**src/hdl/xvd_pkg.sv**
```systemverilog
package xvd_pkg;

  localparam int unsigned WORD_W    = 32;
  localparam int unsigned KEY_WORDS = 4;
  localparam int unsigned CFG_IDX_W = 4;

  localparam logic [WORD_W-1:0] DELTA = 32'h61C8_8647;

  typedef logic [KEY_WORDS-1:0][WORD_W-1:0] key_t;

  // Reset keys: ASCII "Rirn53a;feb#UXES" and "5ZrRBTGmYwml:fRt", little-endian words
  localparam key_t KEY_A_RST = {32'h5345_5855, 32'h2362_6566, 32'h3B61_3335, 32'h6E72_6952};
  localparam key_t KEY_B_RST = {32'h7452_663A, 32'h6C6D_7759, 32'h6D47_5442, 32'h5272_5A35};

  typedef enum logic [CFG_IDX_W-1:0] {
    KEY_A_W0 = 4'd0,
    KEY_A_W1 = 4'd1,
    KEY_A_W2 = 4'd2,
    KEY_A_W3 = 4'd3,
    KEY_B_W0 = 4'd4,
    KEY_B_W1 = 4'd5,
    KEY_B_W2 = 4'd6,
    KEY_B_W3 = 4'd7
  } cfg_idx_e;

  typedef struct packed {
    logic [WORD_W-1:0] lo;
    logic [WORD_W-1:0] hi;
    logic              last;
  } blk_t;

  // Running sum at the start of round r: DELTA * (r - rounds) mod 2^32
  function automatic logic [WORD_W-1:0] round_sum(input int unsigned r,
                                                  input int unsigned rounds);
    logic [WORD_W-1:0] n;
    n = WORD_W'(r) - WORD_W'(rounds);
    return WORD_W'(DELTA * n);
  endfunction

  function automatic logic [WORD_W-1:0] mix(input logic [WORD_W-1:0] v);
    return (v << 4) ^ (v >> 5);
  endfunction

endpackage

```
**src/hdl/xvd_skid.sv**
```systemverilog
module xvd_skid (
  input  logic          clk_i,
  input  logic          rst_ni,
  input  logic          vld_i,
  input  xvd_pkg::blk_t blk_i,
  output logic          en_o,
  output logic          vld_o,
  output xvd_pkg::blk_t blk_o,
  input  logic          ready_i
);
  import xvd_pkg::*;

  logic out_vld_q, skid_vld_q;
  blk_t out_q, skid_q;
  logic slot_free;

  assign en_o      = !skid_vld_q;
  assign slot_free = !out_vld_q || ready_i;

  always_ff @(posedge clk_i or negedge rst_ni) begin
    if (!rst_ni) begin
      out_vld_q  <= 1'b0;
      skid_vld_q <= 1'b0;
    end else if (slot_free) begin
      out_vld_q  <= skid_vld_q || vld_i;
      skid_vld_q <= 1'b0;
    end else if (vld_i && !skid_vld_q) begin
      skid_vld_q <= 1'b1;
    end
  end

  always_ff @(posedge clk_i) begin
    if (slot_free) begin
      out_q <= skid_vld_q ? skid_q : blk_i;
    end else if (vld_i && !skid_vld_q) begin
      skid_q <= blk_i;
    end
  end

  assign vld_o = out_vld_q;
  assign blk_o = out_q;

endmodule

```
**config.mk**
```make
export PLATFORM = sky130hd
export DESIGN_NAME = xvd_skid
export DESIGN_NICKNAME = d
export VERILOG_FILES = /design/src/hdl/xvd_pkg.sv /design/src/hdl/xvd_skid.sv
export SDC_FILE = /design/constraint.sdc
export NUM_CORES = 1
export LEC_CHECK = 0
export BUFFER_PORTS_ARGS = -buffer_cell sky130_fd_sc_hd__buf_2
export CAP_MARGIN = 15
export CELL_PAD_IN_SITES_DETAIL_PLACEMENT = 1
export CELL_PAD_IN_SITES_GLOBAL_PLACEMENT = 1
export CORE_MARGIN = 2
export CORE_UTILIZATION = 39
export CTS_CLUSTER_SIZE = 25
export DETAILED_ROUTE_END_ITERATION = 12
export GPL_TIMING_DRIVEN = 1
export PLACE_DENSITY = 0.76
export SETUP_SLACK_MARGIN = 0.4
export SYNTH_ARGS = -nofsm -noshare
export SYNTH_HDL_FRONTEND = slang
export SYNTH_SLANG_ARGS = --single-unit
```
**constraint.sdc**
```tcl
create_clock -name clk_i -period 6.8 [get_ports clk_i]
set_input_delay 1.7 -clock clk_i [delete_from_list [all_inputs] [get_ports clk_i]]
set_output_delay 1.7 -clock clk_i [all_outputs]
set_load 0.005 [all_outputs]
```
==> impl_metrics.yaml, run 1 <==
logic_synthesis:
  synth_nets: 280
  yosys_warnings: 0
  netlist_top_cells_area: "edfxtp_1 (81%), mux2_2 (11%), mux2_4 (5.3%), dfrtp_1 (1.0%), buf_6 (0.93%)"
  yosysUniqueCellTypes: 11
  yosysMostFrequentCell: "edfxtp_1"
  synth_ff_type: "edfxtp_1"
  yosys-top-cells-count: "edfxtp_1 (130), mux2_2 (48), mux2_4 (17)"
  syn_area_sq_mm: 0.00484
  yosysTopAreaCellShare_pct: 80.6
  yosys.area.top_type: "edfxtp_1"
  syn_area_per_cell_sq_um: 23.0
  synthCells: 211
  synthArstFlopShare_pct: 1.52
  ys_seq_elements: 132
  synth_edf_count: 130
  ys_seq_area_share_pct: 81.6
clock_tree:
  path_clk_slew_ns: 0.05
  cts_buffers: 17
  cts_resized: 0
  cts_setup_buffers: 0
  htreeDepth: 4
  postCtsHoldBufs: 0
  root_buffer: "clkbuf_16"
  clk_latency_ns: 0.41
  cts.path.max_buffers: 2
  cts_sinks: 132
  cts_tree: "yes"
sta:
  setup_viol: 0
  period_minus_slack_ns: 3.43
  skew_ns: 0.00554
  rsz0062_at_grt: "false"
  finalCritPeriodShare_pct: 50.4
  maxSlewViolCount: 0
  tns_ns: 0
  hold_viol: 0
  maxSlewHeadroom_pct: 33.3
  worst_slew_pin_slew_ns: 1.00
  max_freq_mhz: 292
die:
  initial_core_util_pct: 40.2
  die_h_um: 115
  core_sq_mm: 0.0121
  die_w_um: 115
  die_area_sq_mm: 0.0133
  num_io_pins: 136
  row_count: 40
finish:
  final_area_sq_mm: 0.00623
  utilization_pct: 51.7
  n_antenna_cell: 0
  drive_gt1_share_pct: 60.9
  area_delta_synth_final_pct: 28.7
  fillers: 1147
  fin_nets: 428
detailed_routing:
  top_layer_used: "met4"
  antenna_left: 0
  vias: 2449
  wl_um: 9380
  met1Wirelength_um: 3830
  post_drt_wl_per_cell_um: 17.4
  drcViolationCount: 0
  met2RoutedLength_um: 4710
  via_per_inst: 4.54
  dr_wl_met3_um: 642
  drt-initial-drc-count: 142
  dr.pass1.iters: 4
global_route:
  antenna_found_initial: 0
  grt_pass1_wl_um: 14200
  grt_use_total_pct: 14.8
  grt_pass1_vias: 2613
  gr-total-overflow: 0
  grt_max_degree: 69
worst_setup_path:
  crit_fanout: 68
  crit_path_end_kind: "primary output"
  cp.arrival_ns: 1.73
  startpoint_type: "flip-flop"
  cp_data_required_time_ns: 5.10
  criticalPathCategory: "reg2out"
pwr:
  p_leak_uw: 0.00240
  ir_worst_vdd_mv: 0.144
  powerDensity_mw_per_mm2: 316
  power_uw: 1970
placement:
  place.gp.congestion: 0.718
  io_buffers: 135
  place_area_sq_mm: 0.00570
  place_hpwl_um: 6070
min_path:
  hp-class: "reg2reg"
job:
  max-cap-violations: 0
outcome:
  outcome: "finished, final reports clean"
[through the flow]
step | hold slack (ns) | std cells | setup slack (ns)
6_report | 0.545 | 539 | 3.37
5_1_grt | 0.558 | 539 | 3.23
4_1_cts | 0.546 | 539 | 3.31
3_5_place_dp | 0.535 | 508 | 3.06
3_3_place_gp | 0.529 | 508 | 3.14
2_1_floorplan | 0.523 | 211 | 1.04
[worst paths after layout]
check / from / end / slack (ns) / cells past startpoint
max: skid_vld_q / en_o / 3.37 / 2
min: skid_q[45] / blk_o[45] / 0.55 / 1
max reg2reg: vld_o / skid_q[7] / 4.59 / 3
min reg2reg: skid_q[45] / blk_o[45] / 0.55 / 1
max in group asynchronous: rst_ni / skid_vld_q / 5.62 / 1
min in group asynchronous: rst_ni / skid_vld_q / 1.07 / 1
[final cells by class]
type,instances,area (sq um),share of cell area [%]
clock buffer,23,448,7.18
clock inverter,8,85.1,1.36
inverter,1,3.75,0.0602
multi-input combinational,70,840,13.5
sequential,132,3960,63.5
tap,168,210,3.37
timing repair buffer,137,691,11.1
[power by group]
part	total [uW]	switching [uW]	internal, uW
Combinational	141	62.1	78.6
Clock	838	308	530
Sequential	993	28.0	965
Total	1970	398	1570
[per-layer routing]
layer / vias to the layer above / global-route usage [%]
met4: 0 / 7.71
met3: 17 / 5.54
met5: - / 0
met1: 1194 / 17.8
met2: 100 / 23.3
li1: 1138 / -
[cell usage in the layout (no fill, tap or decap)]
cell / count
mux2_4: 17
dfrtp_4: 1
mux2_2: 48
inv_1: 1
buf_4: 2
buf_2: 135
nand2b_4: 1
clkinv_2: 2
edfxtp_1: 130
clkinv_1: 4
nand2_1: 1
bufinv_16: 2
nor3b_4: 1
dfrtp_1: 1
nor2_1: 2
clkbuf_1: 6
clkbuf_16: 17
[worst max-delay path, cell delays in order (launching register included)]
cell and delay, ns:
dfrtp_4 1.08, inv_1 0.08, buf_2 0.16
[kinds of logic (layout without fill, tap and decap cells)]
logic type	after synthesis	after routing	share of synthesized area, %
AND/OR/NAND/NOR	5	5	0.517
flip-flops	132	132	81.6
multiplexers	65	65	16.4
buffers and inverters	9	169	1.42
[flip-flops by register name, indices dropped and copies added (netlist names)]
register / flops
blk_o: 65
skid_q: 65
skid_vld_q: 1
vld_o: 1
(Power assumes the default switching activity.)
==> run 2, diff against run 1 <==
- CORE_UTILIZATION: 39 -> 44
- PLACE_DENSITY: 0.76 -> 0.8
- clock period: 6.8 -> 3.3 ns (I/O delays scaled with it)
==> run 2 against run 1 <==
Effect of this change:
- clock-buffer cell count shrank 4
- sequential share of layout area up 0.50 points
- first-iteration DRC count down 55%
- utilization increased by 5.6 points
- non-clock buffer count up 1
- power is 100% higher
- worst hold slack worse by 0.45 ns
==> impl_metrics.yaml, run 2 (synthesized netlist as in run 1, its figures left out) <==
sta:
  hold_ws_ns: 0.0956
  period_minus_slack_ns: 2.69
  worst_slew_pin_slew_ns: 1.01
  max_freq_mhz: 371
  hold_viol: 0
  finalCritPeriodShare_pct: 81.7
  setup_viol: 0
  maxSlewHeadroom_pct: 32.5
  rsz0062_at_grt: "false"
  maxSlewViolCount: 0
  skew_ns: 0.00634
finish:
  fin_nets: 429
  area_delta_synth_final_pct: 27.7
  drive_gt1_share_pct: 62.8
  final_area_sq_mm: 0.00619
  layout.cells.non_filler: 511
  mostFrequentLayoutCells: "buf_2 (135), edfxtp_1 (130), mux2_2 (48)"
  utilization_pct: 57.3
  layout_commonest_cell: "buf_2"
  n_antenna_cell: 0
worst_setup_path:
  crit_path_end_kind: "primary output"
  worst-r2r-setup-slack_ns: 1.28
  startpoint_type: "flip-flop"
  cp.arrival_ns: 1.87
  reg2reg_from: "skid_vld_q"
  timing.rr.end: "skid_q[9]"
  crit_start: "skid_vld_q"
  criticalPathCategory: "reg2out"
  crit_fanout: 68
  crit_path_end: "en_o"
  r2r_cells: 2
  cp_data_required_time_ns: 2.47
global_route:
  antenna_found_initial: 0
  grt_use_total_pct: 16.8
  gr-total-overflow: 0
  grt_pass1_wl_um: 14300
  grt_max_degree: 69
  grt_pass1_vias: 2613
pwr:
  power_uw: 3960
  ir_worst_vdd_mv: 0.289
  powerDensity_mw_per_mm2: 641
  p_int_uw: 3130
  p_comb_share_pct: 7.3
  switching_power_uw: 835
  p_leak_uw: 0.00239
  power_frac_seq_pct: 51.6
  netSwitchingFraction_pct: 21.1
  p_clk_share_pct: 41.0
die:
  core_sq_mm: 0.0108
  die_area_sq_mm: 0.0119
  initial_core_util_pct: 44.9
  num_io_pins: 136
  row_count: 38
  die_h_um: 109
  die_w_um: 109
detailed_routing:
  drt-initial-drc-count: 64
  dr.pass1.iters: 4
  vias: 2442
  antenna_left: 0
  wl_um: 9290
  via_per_inst: 4.78
  drcViolationCount: 0
  post_drt_wl_per_cell_um: 18.2
clock_tree:
  postCtsHoldBufs: 0
  path_clk_slew_ns: 0.06
  cts.path.max_buffers: 2
  root_buffer: "clkbuf_8"
  cts_resized: 0
  cts_tree: "yes"
  cts_buffers: 17
  cts_setup_buffers: 0
  cts_sinks: 132
  clk_latency_ns: 0.51
  htreeDepth: 4
placement:
  dp_cells: 481
  place_hpwl_um: 6250
  place.gp.congestion: 0.737
  io_buffers: 135
  place_area_sq_mm: 0.00567
job:
  max-cap-violations: 0
min_path:
  hp-class: "in2async"
outcome:
  outcome: "finished, final reports clean"
==> run 2: changes by cell type in the layout (fill, tap and decap cells not counted) <==
cell / before / now
clkinv_2: 2 / 5
clkbuf_16: 17 / 16
clkinv_1: 4 / 1
clkbuf_8: 0 / 1
buf_4: 2 / 3
clkbuf_1: 6 / 2
bufinv_16: 2 / 1
clkinv_4: 0 / 1
clkinvlp_4: 0 / 3
==> run 2: how the worst min path moves through the flow <==
stage / start / cells past startpoint / slack (ns) / to
5_1_grt: rst_ni / 1 / 0.06 / skid_vld_q
3_5_place_dp: skid_q[11] / 1 / 0.53 / blk_o[11]
4_1_cts: rst_ni / 1 / 0.06 / skid_vld_q
3_3_place_gp: skid_q[19] / 1 / 0.53 / blk_o[19]
2_1_floorplan: skid_q[0] / 1 / 0.52 / blk_o[0]
6_report: rst_ni / 1 / 0.1 / skid_vld_q
==> run 2: layout make-up <==
class	count	area [sq um]
Clock buffer	19	422
Clock inverter	11	90.1
Fill cell	1020	4610
Inverter	1	3.75
Multi-Input combinational cell	70	840
Sequential cell	132	3960
Tap cell	140	175
Timing Repair Buffer	138	698
==> run 2: worst max-delay path, cell delays in order (launching register included) <==
cell and delay [ns]:
dfrtp_4 1.09, inv_1 0.09, buf_2 0.16
==> run 2: through the flow <==
step,worst slack (ns),setup TNS [ns]
6_report,0.605,0
5_1_grt,0.480,0
4_1_cts,0.537,0
3_5_place_dp,0.951,0
3_3_place_gp,0.975,0
2_1_floorplan,-0.233,-15.14
==> run 2: power groups by stage <==
stage                     sequential (uW)  combinational, uW  clock [uW]
after floorplan                      2060                153           0
after global placement               2080                283           0
after detailed placement             2080                298           0
after CTS                            2050                299        1670
after global routing                 2060                321        1740
final                                2050                291        1630
==> run 2: per-layer routing <==
layer,track usage [%],share of wire [%]
met5,0,0
met2,28.1,53
met3,5.80,6.3
met1,20.0,40
met4,6.87,1.2
==> run 3, diff against run 2 <==
- CORE_UTILIZATION: 44 -> 39
- PLACE_DENSITY: 0.8 -> 0.76
- clock period: 3.3 -> 2.2 ns (I/O delays scaled with it)
==> run 3 against run 2 <==
Effect of this change:
- sequential cell count unchanged
- critical endpoint unchanged
- worst hold slack better by 0.23 ns
- non-clock buffer count up 8
- largest cell class unchanged
- clock-buffer cell count fell by 2
- utilization decreased by 4.1 points
==> impl_metrics.yaml, run 3 (synthesized netlist as in run 1, its figures left out) <==
die:
  row_count: 40
  die_h_um: 115
  core_sq_mm: 0.0121
  die_w_um: 115
  die_area_sq_mm: 0.0133
  initial_core_util_pct: 40.2
  num_io_pins: 136
clock_tree:
  cts_tree: "yes"
  cts_resized: 0
  cts.path.max_buffers: 2
  cts_sinks: 132
  cts_buffers: 17
  root_buffer: "clkbuf_16"
  clk_latency_ns: 0.41
  htreeDepth: 4
  path_clk_slew_ns: 0.06
placement:
  dp_slack_ns: 0.444
  place.gp.congestion: 0.685
  io_buffers: 135
  place_hpwl_um: 6090
detailed_routing:
  via_per_inst: 4.58
  dr.pass1.iters: 4
  post_drt_wl_per_cell_um: 17.5
  wl_um: 9590
  antenna_left: 0
  drt-initial-drc-count: 184
  vias: 2517
  drcViolationCount: 0
worst_setup_path:
  crit_start: "skid_vld_q"
  criticalPathCategory: "reg2out"
  startpoint_type: "flip-flop"
  crit_path_end_kind: "primary output"
  timing.rr.end: "skid_q[58]"
  cp_data_required_time_ns: 1.65
  cp.arrival_ns: 1.09
  crit_path_end: "en_o"
  r2r_cells: 3
  reg2reg_from: "skid_vld_q"
  worst-r2r-setup-slack_ns: 0.60
  crit_fanout: 7
finish:
  fillers: 1131
  area_delta_synth_final_pct: 32.4
  fin_nets: 437
  n_antenna_cell: 0
  layout_commonest_cell: "buf_2"
  utilization_pct: 53.2
  regArea_sq_mm: 0.00396
  drive_gt1_share_pct: 64.0
  mostFrequentLayoutCells: "buf_2 (135), edfxtp_1 (130), mux2_2 (48)"
  multi_input_area_sq_um: 840
pwr:
  ir_worst_vdd_mv: 0.465
  power_uw: 6450
  powerDensity_mw_per_mm2: 1010
  p_leak_uw: 0.00249
global_route:
  antenna_found_initial: 1
  grt_pass1_wl_um: 14600
  gr-total-overflow: 0
  grt_pass1_vias: 2707
  grt_use_total_pct: 15.1
  grt_max_degree: 68
sta:
  period_minus_slack_ns: 1.64
  skew_ns: 0.00580
  finalWorstSetupSlack_ns: 0.557
  setup_viol: 0
  rsz0062_at_grt: "false"
  finalCritPeriodShare_pct: 74.7
  worst_slew_pin_slew_ns: 0.383
  maxSlewHeadroom_pct: 74.5
  max_freq_mhz: 609
  maxSlewViolCount: 0
  hold_viol: 0
min_path:
  hp-class: "in2reg"
job:
  max-cap-violations: 0
outcome:
  outcome: "finished, final reports clean"
-- run 3: cell types whose count changed in the layout (fill, tap and decap cells not counted), moves of 2 or more --
cell and change:
bufinv_16 +3, clkbuf_1 -2, buf_4 +4, buf_12 +2
-- run 3: area by class of cell --
cell class / instances / area share (%)
flip-flops and latches: 132 / 61.7
inverters: 1 / 0.0585
clock buffers: 17 / 6.63
repair buffers: 146 / 12.3
clock inverters: 15 / 2.95
well taps: 168 / 3.28
multi-input cells: 70 / 13.1
-- run 3: how the worst min path moves through the flow --
stage | startpoint | to | depth (start not counted)
4_1_cts | blk_i[26] | skid_q[26] | 1
5_1_grt | blk_i[29] | skid_q[29] | 1
2_1_floorplan | rst_ni | skid_vld_q | 0
3_5_place_dp | rst_ni | vld_o | 1
3_3_place_gp | rst_ni | vld_o | 1
6_report | blk_i[26] | skid_q[26] | 1
-- run 3: routing by layer --
| metal | vias up | part of all wire, % | global-route usage, % | routed length (um) |
|---|---|---|---|---|
| li1 | 1155 | - | - | - |
| met1 | 1258 | 44 | 18.8 | 4180 |
| met2 | 88 | 49 | 23.5 | 4730 |
| met3 | 14 | 6.0 | 6.43 | 573 |
| met4 | 2 | 1.0 | 5.62 | 97 |
| met5 | - | 0.14 | 0 | 13 |
-- run 3: timing repair --
action | in CTS | in global routing
hold endpoints to repair | 2 | 0
setup endpoints to repair | 1 | 1
setup buffers | 1 | 3
hold buffers | 1 | 0
pin swaps | 0 | 0
-- run 3: worst max-delay path, cell delays in order, from the launching register on --
cell,delay [ns]
dfrtp_4,0.52
inv_1,0.06
buf_2,0.10
-- run 3: stage by stage --
step	std cells	hold WS (ns)	area, sq um	setup TNS [ns]
3_5_place_dp	512	0.344	5760	0
6_report	549	0.328	6410	0
5_1_grt	549	0.312	6410	0
2_1_floorplan	211	0.254	4860	-68.77
4_1_cts	546	0.310	6390	0
3_3_place_gp	512	0.341	5760	0
-- run 3: power by group --
part / switching, uW / total [uW] / internal (uW)
registers: 48.4 / 3030 / 2980
logic: 238 / 502 / 263
clock network: 1040 / 2920 / 1880
total: 1320 / 6450 / 5130
